**src/hw/rtl/smaf_pkg.sv**
```systemverilog
// ----------------------------------------------------------------------------
// smaf_pkg
// Shared widths, reset values, register codes, state codes and the status
// record of the serial units of the scaled moving average filter.
// ----------------------------------------------------------------------------
package smaf_pkg;

	localparam int RAW_W    = 12;               // converter reading
	localparam int GAIN_W   = 21;               // Q16 gain
	localparam int WIN_W_REG = 7;               // window register
	localparam int VAL_W    = 17;               // result value
	localparam int FRAC_W   = 16;               // fraction bits of the gain
	localparam int PROD_W   = RAW_W + GAIN_W;   // full product
	localparam int CFG_IDX_W = 2;

	localparam logic [WIN_W_REG-1:0] WINDOW_RESET = 7'd10;
	localparam logic [GAIN_W-1:0]    GAIN_RESET   = 21'd160044;

	typedef enum logic [CFG_IDX_W-1:0] {
		REG_FILTER_ENABLE = 2'd0,
		REG_WINDOW        = 2'd1,
		REG_GAIN          = 2'd2
	} cfg_reg_e;

	typedef enum logic [2:0] {
		ST_IDLE,
		ST_MUL,
		ST_WRITE,
		ST_IMOD,
		ST_SUM,
		ST_DIVS,
		ST_DIVW,
		ST_DONE
	} state_t;

	// Status of a serial arithmetic unit; done pulses for one cycle.
	typedef struct packed {
		logic busy;
		logic done;
	} unit_sts_t;

endpackage

```
**src/hw/rtl/smaf_if.sv**
```systemverilog
// ----------------------------------------------------------------------------
// smaf_if
// Valid/ready channels of the filter: converter samples in, values out.
// ----------------------------------------------------------------------------
interface smaf_sample_if;
	logic                       valid;
	logic                       ready;
	logic [smaf_pkg::RAW_W-1:0] raw_sample;

	modport source (output valid, output raw_sample, input ready);
	modport sink   (input valid, input raw_sample, output ready);
endinterface

interface smaf_result_if;
	logic                       valid;
	logic                       ready;
	logic [smaf_pkg::VAL_W-1:0] value;

	modport source (output valid, output value, input ready);
	modport sink   (input valid, input value, output ready);
endinterface

```
**src/hw/rtl/smaf_ram.sv**
```systemverilog
// ----------------------------------------------------------------------------
// smaf_ram
// Generic single write port, single read port RAM with registered read.
// ----------------------------------------------------------------------------
module smaf_ram #(
	parameter int WIDTH = 17,
	parameter int DEPTH = 64
) (
	input  logic                     clk,
	input  logic                     we,
	input  logic [$clog2(DEPTH)-1:0] waddr,
	input  logic [WIDTH-1:0]         wdata,
	input  logic [$clog2(DEPTH)-1:0] raddr,
	output logic [WIDTH-1:0]         rdata
);

	logic [WIDTH-1:0] mem_q [DEPTH];

	always_ff @(posedge clk) begin
		if (we) begin
			mem_q[waddr] <= wdata;
		end
		rdata <= mem_q[raddr];
	end

endmodule

```
**src/hw/rtl/smaf_mult.sv**
```systemverilog
// ----------------------------------------------------------------------------
// smaf_mult
// Bit-serial shift-add multiplier: one bit of the sample per cycle.
// ----------------------------------------------------------------------------
module smaf_mult (
	input  logic                        clk,
	input  logic                        arst_n,
	input  logic                        start,
	input  logic [smaf_pkg::RAW_W-1:0]  raw,
	input  logic [smaf_pkg::GAIN_W-1:0] gain,
	output smaf_pkg::unit_sts_t         sts,
	output logic [smaf_pkg::PROD_W-1:0] product
);

	localparam int CNT_W = $clog2(smaf_pkg::RAW_W + 1);

	logic [smaf_pkg::PROD_W-1:0] acc_q;
	logic [smaf_pkg::GAIN_W-1:0] gain_q;
	logic [CNT_W-1:0]            cnt_q;
	logic                        busy_q;
	logic                        done_q;
	logic [smaf_pkg::GAIN_W:0]   part;

	// add the gain into the upper half when the current multiplier bit is set
	assign part = {1'b0, acc_q[smaf_pkg::PROD_W-1:smaf_pkg::RAW_W]}
		+ (acc_q[0] ? {1'b0, gain_q} : '0);

	always_ff @(posedge clk or negedge arst_n) begin
		if (!arst_n) begin
			busy_q <= 1'b0;
			done_q <= 1'b0;
			cnt_q  <= '0;
		end else begin
			done_q <= 1'b0;
			if (start) begin
				busy_q <= 1'b1;
				cnt_q  <= '0;
			end else if (busy_q) begin
				cnt_q <= cnt_q + 1'b1;
				if (cnt_q == CNT_W'(smaf_pkg::RAW_W - 1)) begin
					busy_q <= 1'b0;
					done_q <= 1'b1;
				end
			end
		end
	end

	always_ff @(posedge clk) begin
		if (start) begin
			acc_q  <= {{smaf_pkg::GAIN_W{1'b0}}, raw};
			gain_q <= gain;
		end else if (busy_q) begin
			acc_q <= {part, acc_q[smaf_pkg::RAW_W-1:1]};
		end
	end

	assign sts.busy = busy_q;
	assign sts.done = done_q;
	assign product  = acc_q;

endmodule

```
**src/hw/rtl/smaf_div.sv**
```systemverilog
// ----------------------------------------------------------------------------
// smaf_div
// Restoring divider, one quotient bit per cycle; gives quotient and remainder.
// ----------------------------------------------------------------------------
module smaf_div #(
	parameter int N = 23,
	parameter int D = 7
) (
	input  logic                clk,
	input  logic                arst_n,
	input  logic                start,
	input  logic [N-1:0]        dividend,
	input  logic [D-1:0]        divisor,
	output smaf_pkg::unit_sts_t sts,
	output logic [N-1:0]        quotient,
	output logic [D-1:0]        remainder
);

	localparam int CNT_W = $clog2(N + 1);

	logic [D-1:0]     rem_q;
	logic [N-1:0]     quo_q;
	logic [D-1:0]     dsr_q;
	logic [CNT_W-1:0] cnt_q;
	logic             busy_q;
	logic             done_q;
	logic [D:0]       trial;
	logic [D:0]       diff;
	logic             ge;

	assign trial = {rem_q, quo_q[N-1]};
	assign ge    = trial >= {1'b0, dsr_q};
	assign diff  = trial - {1'b0, dsr_q};

	always_ff @(posedge clk or negedge arst_n) begin
		if (!arst_n) begin
			busy_q <= 1'b0;
			done_q <= 1'b0;
			cnt_q  <= '0;
		end else begin
			done_q <= 1'b0;
			if (start) begin
				busy_q <= 1'b1;
				cnt_q  <= '0;
			end else if (busy_q) begin
				cnt_q <= cnt_q + 1'b1;
				if (cnt_q == CNT_W'(N - 1)) begin
					busy_q <= 1'b0;
					done_q <= 1'b1;
				end
			end
		end
	end

	always_ff @(posedge clk) begin
		if (start) begin
			rem_q <= '0;
			quo_q <= dividend;
			dsr_q <= divisor;
		end else if (busy_q) begin
			// partial remainder stays below the divisor, so D bits hold it
			rem_q <= ge ? diff[D-1:0] : trial[D-1:0];
			quo_q <= {quo_q[N-2:0], ge};
		end
	end

	assign sts.busy  = busy_q;
	assign sts.done  = done_q;
	assign quotient  = quo_q;
	assign remainder = rem_q;

endmodule

```
**src/hw/rtl/scaled_moving_average_filter.sv**
```systemverilog
// ----------------------------------------------------------------------------
// scaled_moving_average_filter
// Scales 12-bit converter samples to hundredths of a unit (raw*gain>>16) and
// optionally averages the last window values held in a sample store.
// ----------------------------------------------------------------------------
// Usage:
//   sample_ch carries one raw_sample per request; result_ch returns exactly
//   one value per request, in order. Registers are written through wr_en,
//   wr_index and wr_data: index 0 filter enable, 1 window (1..DEPTH,
//   zero acts as 1, larger saturates), 2 Q16 gain. The user writes them
//   only while the block is idle; the block itself does not enforce this.
//   Work is serial: the product takes one sample bit per cycle in a
//   shift-add multiplier; with the filter on, the value is stored, the
//   store is swept one entry per cycle (bounded by the single RAM read
//   port) and the sum goes through a restoring divider, one quotient bit
//   per cycle. After a window shrink leaves the write index past the
//   window, one more divider pass wraps the index.
//   One request is worked at a time; the next is taken in the cycle after
//   the result loads, even while that result still waits in the output
//   register.
//   Reset clears the configuration to its defaults, the write index and the
//   per-entry valid bits, so the store reads as zeros; no clearing sweep.
//   A stalled receiver holds the output register; the block then finishes
//   the next request and waits with it until the register frees.
// ----------------------------------------------------------------------------
module scaled_moving_average_filter #(
	parameter int DEPTH = 64
) (
	input  logic                           clk,
	input  logic                           arst_n,
	smaf_sample_if.sink                    sample_ch,
	smaf_result_if.source                  result_ch,
	input  logic                           wr_en,
	input  logic [smaf_pkg::CFG_IDX_W-1:0] wr_index,
	input  logic [smaf_pkg::GAIN_W-1:0]    wr_data
);

	localparam int IDX_W = $clog2(DEPTH);
	localparam int WIN_W = $clog2(DEPTH + 1);
	localparam int SUM_W = smaf_pkg::VAL_W + $clog2(DEPTH);
	localparam int CMP_W = (WIN_W > smaf_pkg::WIN_W_REG) ? WIN_W : smaf_pkg::WIN_W_REG;

	// configuration
	logic                            filter_en_q;
	logic [smaf_pkg::WIN_W_REG-1:0]  window_q;
	logic [smaf_pkg::GAIN_W-1:0]     gain_q;

	// sequencer and store bookkeeping
	smaf_pkg::state_t                state_q, state_d;
	logic [IDX_W-1:0]                wr_idx_q;
	logic [DEPTH-1:0]                valid_q;
	logic [WIN_W-1:0]                rd_cnt_q;
	logic                            rd_vld_s1;
	logic                            vbit_s1;
	logic [SUM_W-1:0]                sum_q;
	logic [smaf_pkg::VAL_W-1:0]      result_q;
	logic                            out_valid_q;
	logic [smaf_pkg::VAL_W-1:0]      out_value_q;

	logic                            accept;
	logic                            mult_start;
	logic                            div_start;
	logic [SUM_W-1:0]                div_dividend;
	logic                            ram_we;
	logic                            rd_issue;
	logic                            ld_out;
	logic [CMP_W-1:0]                win_ext;
	logic [WIN_W-1:0]                eff_win;
	logic [WIN_W-1:0]                idx_inc;
	logic [IDX_W-1:0]                ram_raddr;
	logic [smaf_pkg::VAL_W-1:0]      ram_rdata;
	logic [smaf_pkg::VAL_W-1:0]      scaled;
	logic [smaf_pkg::PROD_W-1:0]     product;
	logic [SUM_W-1:0]                quotient;
	logic [WIN_W-1:0]                remainder;
	smaf_pkg::unit_sts_t             mult_sts;
	smaf_pkg::unit_sts_t             div_sts;

	// Clamp the window register to 1..DEPTH.
	always_comb begin
		win_ext = CMP_W'(window_q);
		if (win_ext == '0) begin
			eff_win = WIN_W'(1);
		end else if (win_ext > CMP_W'(DEPTH)) begin
			eff_win = WIN_W'(DEPTH);
		end else begin
			eff_win = WIN_W'(win_ext);
		end
	end

	assign idx_inc   = WIN_W'(wr_idx_q) + 1'b1;
	assign scaled    = product[smaf_pkg::PROD_W-1:smaf_pkg::FRAC_W];
	assign ram_raddr = rd_cnt_q[IDX_W-1:0];
	assign accept    = sample_ch.valid && sample_ch.ready;

	assign sample_ch.ready = (state_q == smaf_pkg::ST_IDLE);
	assign result_ch.valid = out_valid_q;
	assign result_ch.value = out_value_q;

	// Register writes; unknown indexes drop.
	always_ff @(posedge clk or negedge arst_n) begin
		if (!arst_n) begin
			filter_en_q <= 1'b0;
			window_q    <= smaf_pkg::WINDOW_RESET;
			gain_q      <= smaf_pkg::GAIN_RESET;
		end else if (wr_en) begin
			case (smaf_pkg::cfg_reg_e'(wr_index))
				smaf_pkg::REG_FILTER_ENABLE: filter_en_q <= wr_data[0];
				smaf_pkg::REG_WINDOW:        window_q <= wr_data[smaf_pkg::WIN_W_REG-1:0];
				smaf_pkg::REG_GAIN:          gain_q <= wr_data;
				default: ;
			endcase
		end
	end

	smaf_mult u_mult (
		.clk     (clk),
		.arst_n  (arst_n),
		.start   (mult_start),
		.raw     (sample_ch.raw_sample),
		.gain    (gain_q),
		.sts     (mult_sts),
		.product (product)
	);

	// Shared divider: sum by window, and wrapping the write index.
	smaf_div #(
		.N (SUM_W),
		.D (WIN_W)
	) u_div (
		.clk       (clk),
		.arst_n    (arst_n),
		.start     (div_start),
		.dividend  (div_dividend),
		.divisor   (eff_win),
		.sts       (div_sts),
		.quotient  (quotient),
		.remainder (remainder)
	);

	smaf_ram #(
		.WIDTH (smaf_pkg::VAL_W),
		.DEPTH (DEPTH)
	) u_store (
		.clk   (clk),
		.we    (ram_we),
		.waddr (wr_idx_q),
		.wdata (scaled),
		.raddr (ram_raddr),
		.rdata (ram_rdata)
	);

	// Sequencer: next state and strobes.
	always_comb begin
		state_d      = state_q;
		mult_start   = 1'b0;
		div_start    = 1'b0;
		div_dividend = sum_q;
		ram_we       = 1'b0;
		rd_issue     = 1'b0;
		ld_out       = 1'b0;
		case (state_q)
			smaf_pkg::ST_IDLE: begin
				if (accept) begin
					mult_start = 1'b1;
					state_d    = smaf_pkg::ST_MUL;
				end
			end
			smaf_pkg::ST_MUL: begin
				if (mult_sts.done) begin
					state_d = filter_en_q ? smaf_pkg::ST_WRITE : smaf_pkg::ST_DONE;
				end
			end
			smaf_pkg::ST_WRITE: begin
				ram_we = 1'b1;
				// index beyond a shrunk window wraps through the divider
				if (idx_inc > eff_win) begin
					div_start    = 1'b1;
					div_dividend = SUM_W'(idx_inc);
					state_d      = smaf_pkg::ST_IMOD;
				end else begin
					state_d = smaf_pkg::ST_SUM;
				end
			end
			smaf_pkg::ST_IMOD: begin
				if (div_sts.done) begin
					state_d = smaf_pkg::ST_SUM;
				end
			end
			smaf_pkg::ST_SUM: begin
				rd_issue = (rd_cnt_q < eff_win);
				if (!rd_issue && !rd_vld_s1) begin
					state_d = smaf_pkg::ST_DIVS;
				end
			end
			smaf_pkg::ST_DIVS: begin
				div_start = 1'b1;
				state_d   = smaf_pkg::ST_DIVW;
			end
			smaf_pkg::ST_DIVW: begin
				if (div_sts.done) begin
					state_d = smaf_pkg::ST_DONE;
				end
			end
			smaf_pkg::ST_DONE: begin
				// hold until the output register frees
				if (!out_valid_q || result_ch.ready) begin
					ld_out  = 1'b1;
					state_d = smaf_pkg::ST_IDLE;
				end
			end
			default: state_d = smaf_pkg::ST_IDLE;
		endcase
	end

	always_ff @(posedge clk or negedge arst_n) begin
		if (!arst_n) begin
			state_q     <= smaf_pkg::ST_IDLE;
			wr_idx_q    <= '0;
			valid_q     <= '0;
			rd_cnt_q    <= '0;
			rd_vld_s1   <= 1'b0;
			out_valid_q <= 1'b0;
		end else begin
			state_q   <= state_d;
			rd_vld_s1 <= rd_issue;
			if (state_q == smaf_pkg::ST_WRITE) begin
				valid_q[wr_idx_q] <= 1'b1;
				rd_cnt_q          <= '0;
				if (idx_inc < eff_win) begin
					wr_idx_q <= IDX_W'(idx_inc);
				end else if (idx_inc == eff_win) begin
					wr_idx_q <= '0;
				end
			end
			if (state_q == smaf_pkg::ST_IMOD && div_sts.done) begin
				wr_idx_q <= IDX_W'(remainder);
			end
			if (rd_issue) begin
				rd_cnt_q <= rd_cnt_q + 1'b1;
			end
			if (ld_out) begin
				out_valid_q <= 1'b1;
			end else if (result_ch.ready) begin
				out_valid_q <= 1'b0;
			end
		end
	end

	// Datapath registers.
	always_ff @(posedge clk) begin
		vbit_s1 <= valid_q[ram_raddr];
		if (state_q == smaf_pkg::ST_WRITE) begin
			sum_q <= '0;
		end else if (rd_vld_s1) begin
			// entries never written count as zero
			sum_q <= sum_q + (vbit_s1 ? SUM_W'(ram_rdata) : '0);
		end
		if (state_q == smaf_pkg::ST_MUL && mult_sts.done && !filter_en_q) begin
			result_q <= scaled;
		end else if (state_q == smaf_pkg::ST_DIVW && div_sts.done) begin
			result_q <= quotient[smaf_pkg::VAL_W-1:0];
		end
		if (ld_out) begin
			out_value_q <= result_q;
		end
	end

	// ------------------------------------------------------------------------
	// Assertions
	// ------------------------------------------------------------------------
	a_idx_in_window: assert property (@(posedge clk) disable iff (!arst_n)
		(state_q == smaf_pkg::ST_SUM) |-> (WIN_W'(wr_idx_q) < eff_win))
		else $error("write index outside the window during the sum sweep");

	a_sweep_bound: assert property (@(posedge clk) disable iff (!arst_n)
		(state_q == smaf_pkg::ST_SUM) |-> (rd_cnt_q <= eff_win))
		else $error("sum sweep ran past the window");

	a_div_owner: assert property (@(posedge clk) disable iff (!arst_n)
		div_sts.busy |-> (state_q == smaf_pkg::ST_IMOD || state_q == smaf_pkg::ST_DIVW))
		else $error("divider busy outside a divide state");

	a_out_load: assert property (@(posedge clk) disable iff (!arst_n)
		$rose(out_valid_q) |-> $past(state_q == smaf_pkg::ST_DONE))
		else $error("output loaded without a finished request");

endmodule
```
**src/flat_wrapper.sv**
```systemverilog
// flat-port wrapper written by rule: the top's interface ports become plain ports
module scaled_moving_average_filter_flat 
#(
	parameter int DEPTH = 64
)
  (clk, arst_n, wr_en, wr_index, wr_data, sample_ch_valid, sample_ch_raw_sample, sample_ch_ready, result_ch_valid, result_ch_value, result_ch_ready);
  smaf_sample_if sample_ch_i ();
  smaf_result_if result_ch_i ();
  input  logic clk;
  input  logic arst_n;
  input  logic wr_en;
  input  logic [smaf_pkg::CFG_IDX_W-1:0] wr_index;
  input  logic [smaf_pkg::GAIN_W-1:0] wr_data;
  input wire logic [$bits(sample_ch_i.valid)-1:0] sample_ch_valid;
  input wire logic [$bits(sample_ch_i.raw_sample)-1:0] sample_ch_raw_sample;
  output wire logic [$bits(sample_ch_i.ready)-1:0] sample_ch_ready;
  output wire logic [$bits(result_ch_i.valid)-1:0] result_ch_valid;
  output wire logic [$bits(result_ch_i.value)-1:0] result_ch_value;
  input wire logic [$bits(result_ch_i.ready)-1:0] result_ch_ready;
  assign sample_ch_i.valid = sample_ch_valid;
  assign sample_ch_i.raw_sample = sample_ch_raw_sample;
  assign sample_ch_ready = sample_ch_i.ready;
  assign result_ch_valid = result_ch_i.valid;
  assign result_ch_value = result_ch_i.value;
  assign result_ch_i.ready = result_ch_ready;
  scaled_moving_average_filter #(.DEPTH(DEPTH)) u_core (.clk(clk), .arst_n(arst_n), .sample_ch(sample_ch_i), .result_ch(result_ch_i), .wr_en(wr_en), .wr_index(wr_index), .wr_data(wr_data));
endmodule
```
**config.mk**
```make
export PLATFORM = sky130hd
export DESIGN_NAME = scaled_moving_average_filter_flat
export DESIGN_NICKNAME = d
export VERILOG_FILES = /design/src/hw/rtl/smaf_pkg.sv /design/src/hw/rtl/smaf_if.sv /design/src/hw/rtl/smaf_ram.sv /design/src/hw/rtl/smaf_mult.sv /design/src/hw/rtl/smaf_div.sv /design/src/hw/rtl/scaled_moving_average_filter.sv /design/src/flat_wrapper.sv
export SDC_FILE = /design/constraint.sdc
export NUM_CORES = 2
export LEC_CHECK = 0
export BUFFER_PORTS_ARGS = -buffer_cell sky130_fd_sc_hd__buf_2
export CORE_MARGIN = 5
export CORE_UTILIZATION = 45
export DETAILED_ROUTE_END_ITERATION = 10
export PLACE_DENSITY_LB_ADDON = 0.2
export SLEW_MARGIN = 10
export SYNTH_ARGS = -nofsm -noshare
export SYNTH_HDL_FRONTEND = slang
export SYNTH_SLANG_ARGS = --single-unit
```
**constraint.sdc**
```tcl
create_clock -name clk -period 7.26 [get_ports clk]
set_input_delay 0.726 -clock clk [delete_from_list [all_inputs] [get_ports clk]]
set_output_delay 0.726 -clock clk [all_outputs]
set_load 0.01 [all_outputs]
```
==> reports/results.md <==
## Status
- completed — run status

## Power
- 393.4 nW/um^2 — areal power density over the cells
- 24.77 mW — post-layout power
- 287.4 uV — worst IR drop on VDD
- 21.43 nW — leakage

## CTS
- sky130_fd_sc_hd__clkbuf_16 — root buffer cell
- 4 — H-tree Lvls
- done — CTS tree
- 0.76 ns — clock latency at the later pin of the worst-skew pair
- 0 — Gates resized, CTS repair
- 0 — hold buffer count at cts
- 0 — setup repair bufs after CTS
- 1378 — Num Clock Sinks
- 3 — maximum buffer depth of the clock tree
- 141 — Num CTS Buffers
- 0.06 ns — clock transition at the registers of the reported paths

## Global routing
- 30222 — vias in the first global route
- 0 — sum of overflow across all layers after global routing
- 21.10% — GR Util All Layers
- 110 — largest net degree at the start of global routing
- 204700 um — first-pass GRT wire length
- 0 — number of antenna violations at the first check in global routing

## Logic synthesis
- sky130_fd_sc_hd__edfxtp_1 — leading area contributor after synthesis
- sky130_fd_sc_hd__edfxtp_1 — most used flip-flop cell after synthesis
- sky130_fd_sc_hd__edfxtp_1 63%, sky130_fd_sc_hd__mux4_2 7.2%, sky130_fd_sc_hd__dfrtp_1 5.1% — leading cell types by total area after synthesis
- 1185 — number of enable flip-flop cells after synthesis
- 71.52% — post-synthesis sequential area ratio
- 56040 sq um — cell area after technology mapping
- 3333 — post-synthesis instance total
- 1378 — Synth Register Bits
- 8.999% — share of synthesized flip-flops with an asynchronous set or reset
- 63.50% — area share of the leading cell type in the synthesized netlist
- 0 — yosys warns
- 16.81 sq um — synthesized area per cell
- 3439 — synthesized netlist net count
- 82 — unique cell type count in the Yosys netlist

## Timing
- 1.243 ns — worst slew pin tran
- 0.02721 ns — Clock Skews
- 0.06017 ns — Hold Slack
- 281.2 MHz — maximum achievable frequency
- 0 — final max-slew violation count
- 48.98% — share of the clock period used by the worst path
- 0 — number of failing hold endpoints at the final stage
- 0 — final-report setup violation count
- 3.704 ns — least setup slack across all paths after layout
- 0 ns — sum of negative setup slack
- 17.08% — Slew HR
- no — RSZ-0062 raised after global routing
- 3.556 ns — Tmin final

## Route
- 9702 um — met3 WL post-DR
- 26.87 um — wire per inst
- 30303 — number of vias in the routed layout
- 64200 um — met2 WL post-DR
- met4 — highest metal used
- 5 — count of TritonRoute iterations in the first routing pass
- 62090 um — Routed met1 length
- 139500 um — total routed wirelength
- 3314 — DRC violation total after the first TritonRoute iteration
- 5.838 — ratio of routed vias to standard cells
- 0 — remaining number of nets flagged by the antenna check after routing
- 0 — DRC violation count after routing

## Job
- 0 — reported max-cap violation count

## Setup path
- register — startpoint kind of the worst setup timing path
- register — sort of element at the end of the critical path
- 30 — highest fanout seen on the critical path
- 7.72 ns — required time reported for the critical path endpoint
- register to register — start-to-end type of the worst setup path
- 4.02 ns — Worst Path Arrival

## Die
- 123800 sq um — Placeable Area
- 362.9 um — height of the die
- 59 — I/O pin cnt
- 362.9 um — overall die width
- 131700 sq um — floorplan die area
- 45.27% — initial cell density of the core
- 129 — Std-Cell Rows

## Place
- 3.700 ns — Placement Setup Slack
- 0.8247 — routability congestion estimate from global placement
- 81010 um — post-detail-place hpwl
- 58 — count of input and output buffers

## Layout
- 3545 — Total Nets Final
- 50.87% — final cell utilization of the core
- 0 — antenna fix cells
- 1185 x sky130_fd_sc_hd__edfxtp_1, 244 x sky130_fd_sc_hd__mux2i_1, 180 x sky130_fd_sc_hd__mux4_2 — commonest cells after routing, fill and taps aside
- 19.98% — fraction of layout cells with a size suffix above 1
- sky130_fd_sc_hd__edfxtp_1 — commonest non-fill, non-tap cell in the layout
- 10088 — # fillers
- 12.39% — growth of design area from synthesis to finish

## Worst hold path
- input pin to asynchronous set/reset pin — kind of path behind the tightest hold check

critical path, stage by stage, from the launching register on:
cell and delay (ns):
sky130_fd_sc_hd__dfrtp_1 0.60, sky130_fd_sc_hd__nand3_1 0.32, sky130_fd_sc_hd__nor2_1 0.21, sky130_fd_sc_hd__xor2_1 0.29, sky130_fd_sc_hd__ha_1 0.19, sky130_fd_sc_hd__nand4_1 0.11
sky130_fd_sc_hd__a21oi_1 0.26, sky130_fd_sc_hd__o31ai_2 0.16, sky130_fd_sc_hd__nor2_2 0.87, sky130_fd_sc_hd__o21ai_0 0.23
cell usage after synthesis, types with 20 or more instances:
| cell type | count |
|---|---|
| sky130_fd_sc_hd__edfxtp_1 | 1185 |
| sky130_fd_sc_hd__mux2i_1 | 244 |
| sky130_fd_sc_hd__mux4_2 | 180 |
| sky130_fd_sc_hd__nand2_1 | 172 |
| sky130_fd_sc_hd__nor2_1 | 152 |
| sky130_fd_sc_hd__a21oi_1 | 134 |
| sky130_fd_sc_hd__dfrtp_1 | 114 |
| sky130_fd_sc_hd__clkbuf_1 | 104 |
| sky130_fd_sc_hd__o22ai_1 | 92 |
| sky130_fd_sc_hd__o221ai_1 | 91 |
| sky130_fd_sc_hd__dfxtp_1 | 69 |
| sky130_fd_sc_hd__ha_1 | 63 |
| sky130_fd_sc_hd__o21ai_1 | 62 |
| sky130_fd_sc_hd__nor2b_1 | 50 |
| sky130_fd_sc_hd__and2_1 | 41 |
| sky130_fd_sc_hd__inv_1 | 41 |
| sky130_fd_sc_hd__mux2_2 | 38 |
| sky130_fd_sc_hd__or2_1 | 38 |
| sky130_fd_sc_hd__o21ai_0 | 36 |
| sky130_fd_sc_hd__or2_2 | 32 |
| sky130_fd_sc_hd__buf_2 | 26 |
| sky130_fd_sc_hd__nand3_1 | 26 |
| sky130_fd_sc_hd__a21o_1 | 23 |
| sky130_fd_sc_hd__buf_4 | 20 |
power by group:
part / internal [mW] / switching [mW]
Combinational: 2.51 / 4.35
Clock: 4.23 / 2.99
Sequential: 10.2 / 0.543
Total: 16.9 / 7.89
metal layers:
metal  track usage (%)  vias to the layer above
li1                  -                    13396
met1             30.54                    15722
met2             32.43                     1001
met3             4.756                      184
met4             6.060                        0
met5                 0                        -
registers in the layout, summed over array words and instances (netlist names), 3 cells and up:
register / flops
u_core.u_store.rdata: 17
u_core.u_mult.cnt_q: 4
u_core.u_div.dsr_q: 7
u_core.sum_q: 23
u_core.u_div.remainder: 7
u_core.u_div.cnt_q: 5
u_core.wr_idx_q: 6
u_core.result_ch.value: 17
u_core.rd_cnt_q: 7
u_core.win_ext: 7
u_core.u_store.mem_q: 1088
u_core.gain_q: 21
u_core.valid_q: 64
u_core.u_mult.product: 33
u_core.u_mult.gain_q: 21
u_core.state_q: 3
u_core.u_div.quotient: 23
u_core.result_q: 17
per-stage QoR:
stage,std cells,cell area [sq um]
2_1_floorplan,3333,56040
5_1_grt,5191,62980
3_3_place_gp,4933,58370
6_report,5191,62980
4_1_cts,5191,62980
3_5_place_dp,4933,58370
worst paths after layout:
kind,start,endpoint,slack [ns],depth (start not counted)
setup / recovery,u_core.wr_idx_q[0],u_core.u_div.quotient[4],3.70,9
hold / removal,arst_n,u_core.result_ch.valid,0.06,1
setup reg to reg,u_core.wr_idx_q[0],u_core.u_div.quotient[4],3.70,9
hold reg to reg,u_core.result_q[3],u_core.result_ch.value[3],0.42,0
max in group asynchronous,arst_n,u_core.valid_q[43],5.85,2
min in group clk,result_ch_ready,u_core.result_ch.valid,0.16,2
cell families after synthesis:
kind of cell	share of synthesized area, %
DFF	71.52
and+or+nand+nor	5.292
AOI/OAI and AO/OA	6.631
muxes	12.56
buffers and inverters	2.014
adders and majority gates	1.514
xor gates and xnor gates	0.4689
area by class of cell:
cell class,instances,area [sq um],area share [%]
multi-input combinational,1724,14990,23.81
sequential,1378,40120,63.70
inverter,44,165.2,0.2622
timing repair buffer,150,1050,1.667
clock inverter,70,644.4,1.023
tap,1637,2048,3.252
clock buffer,188,3963,6.292
Note: power is estimated with default switching activity, not from simulation.
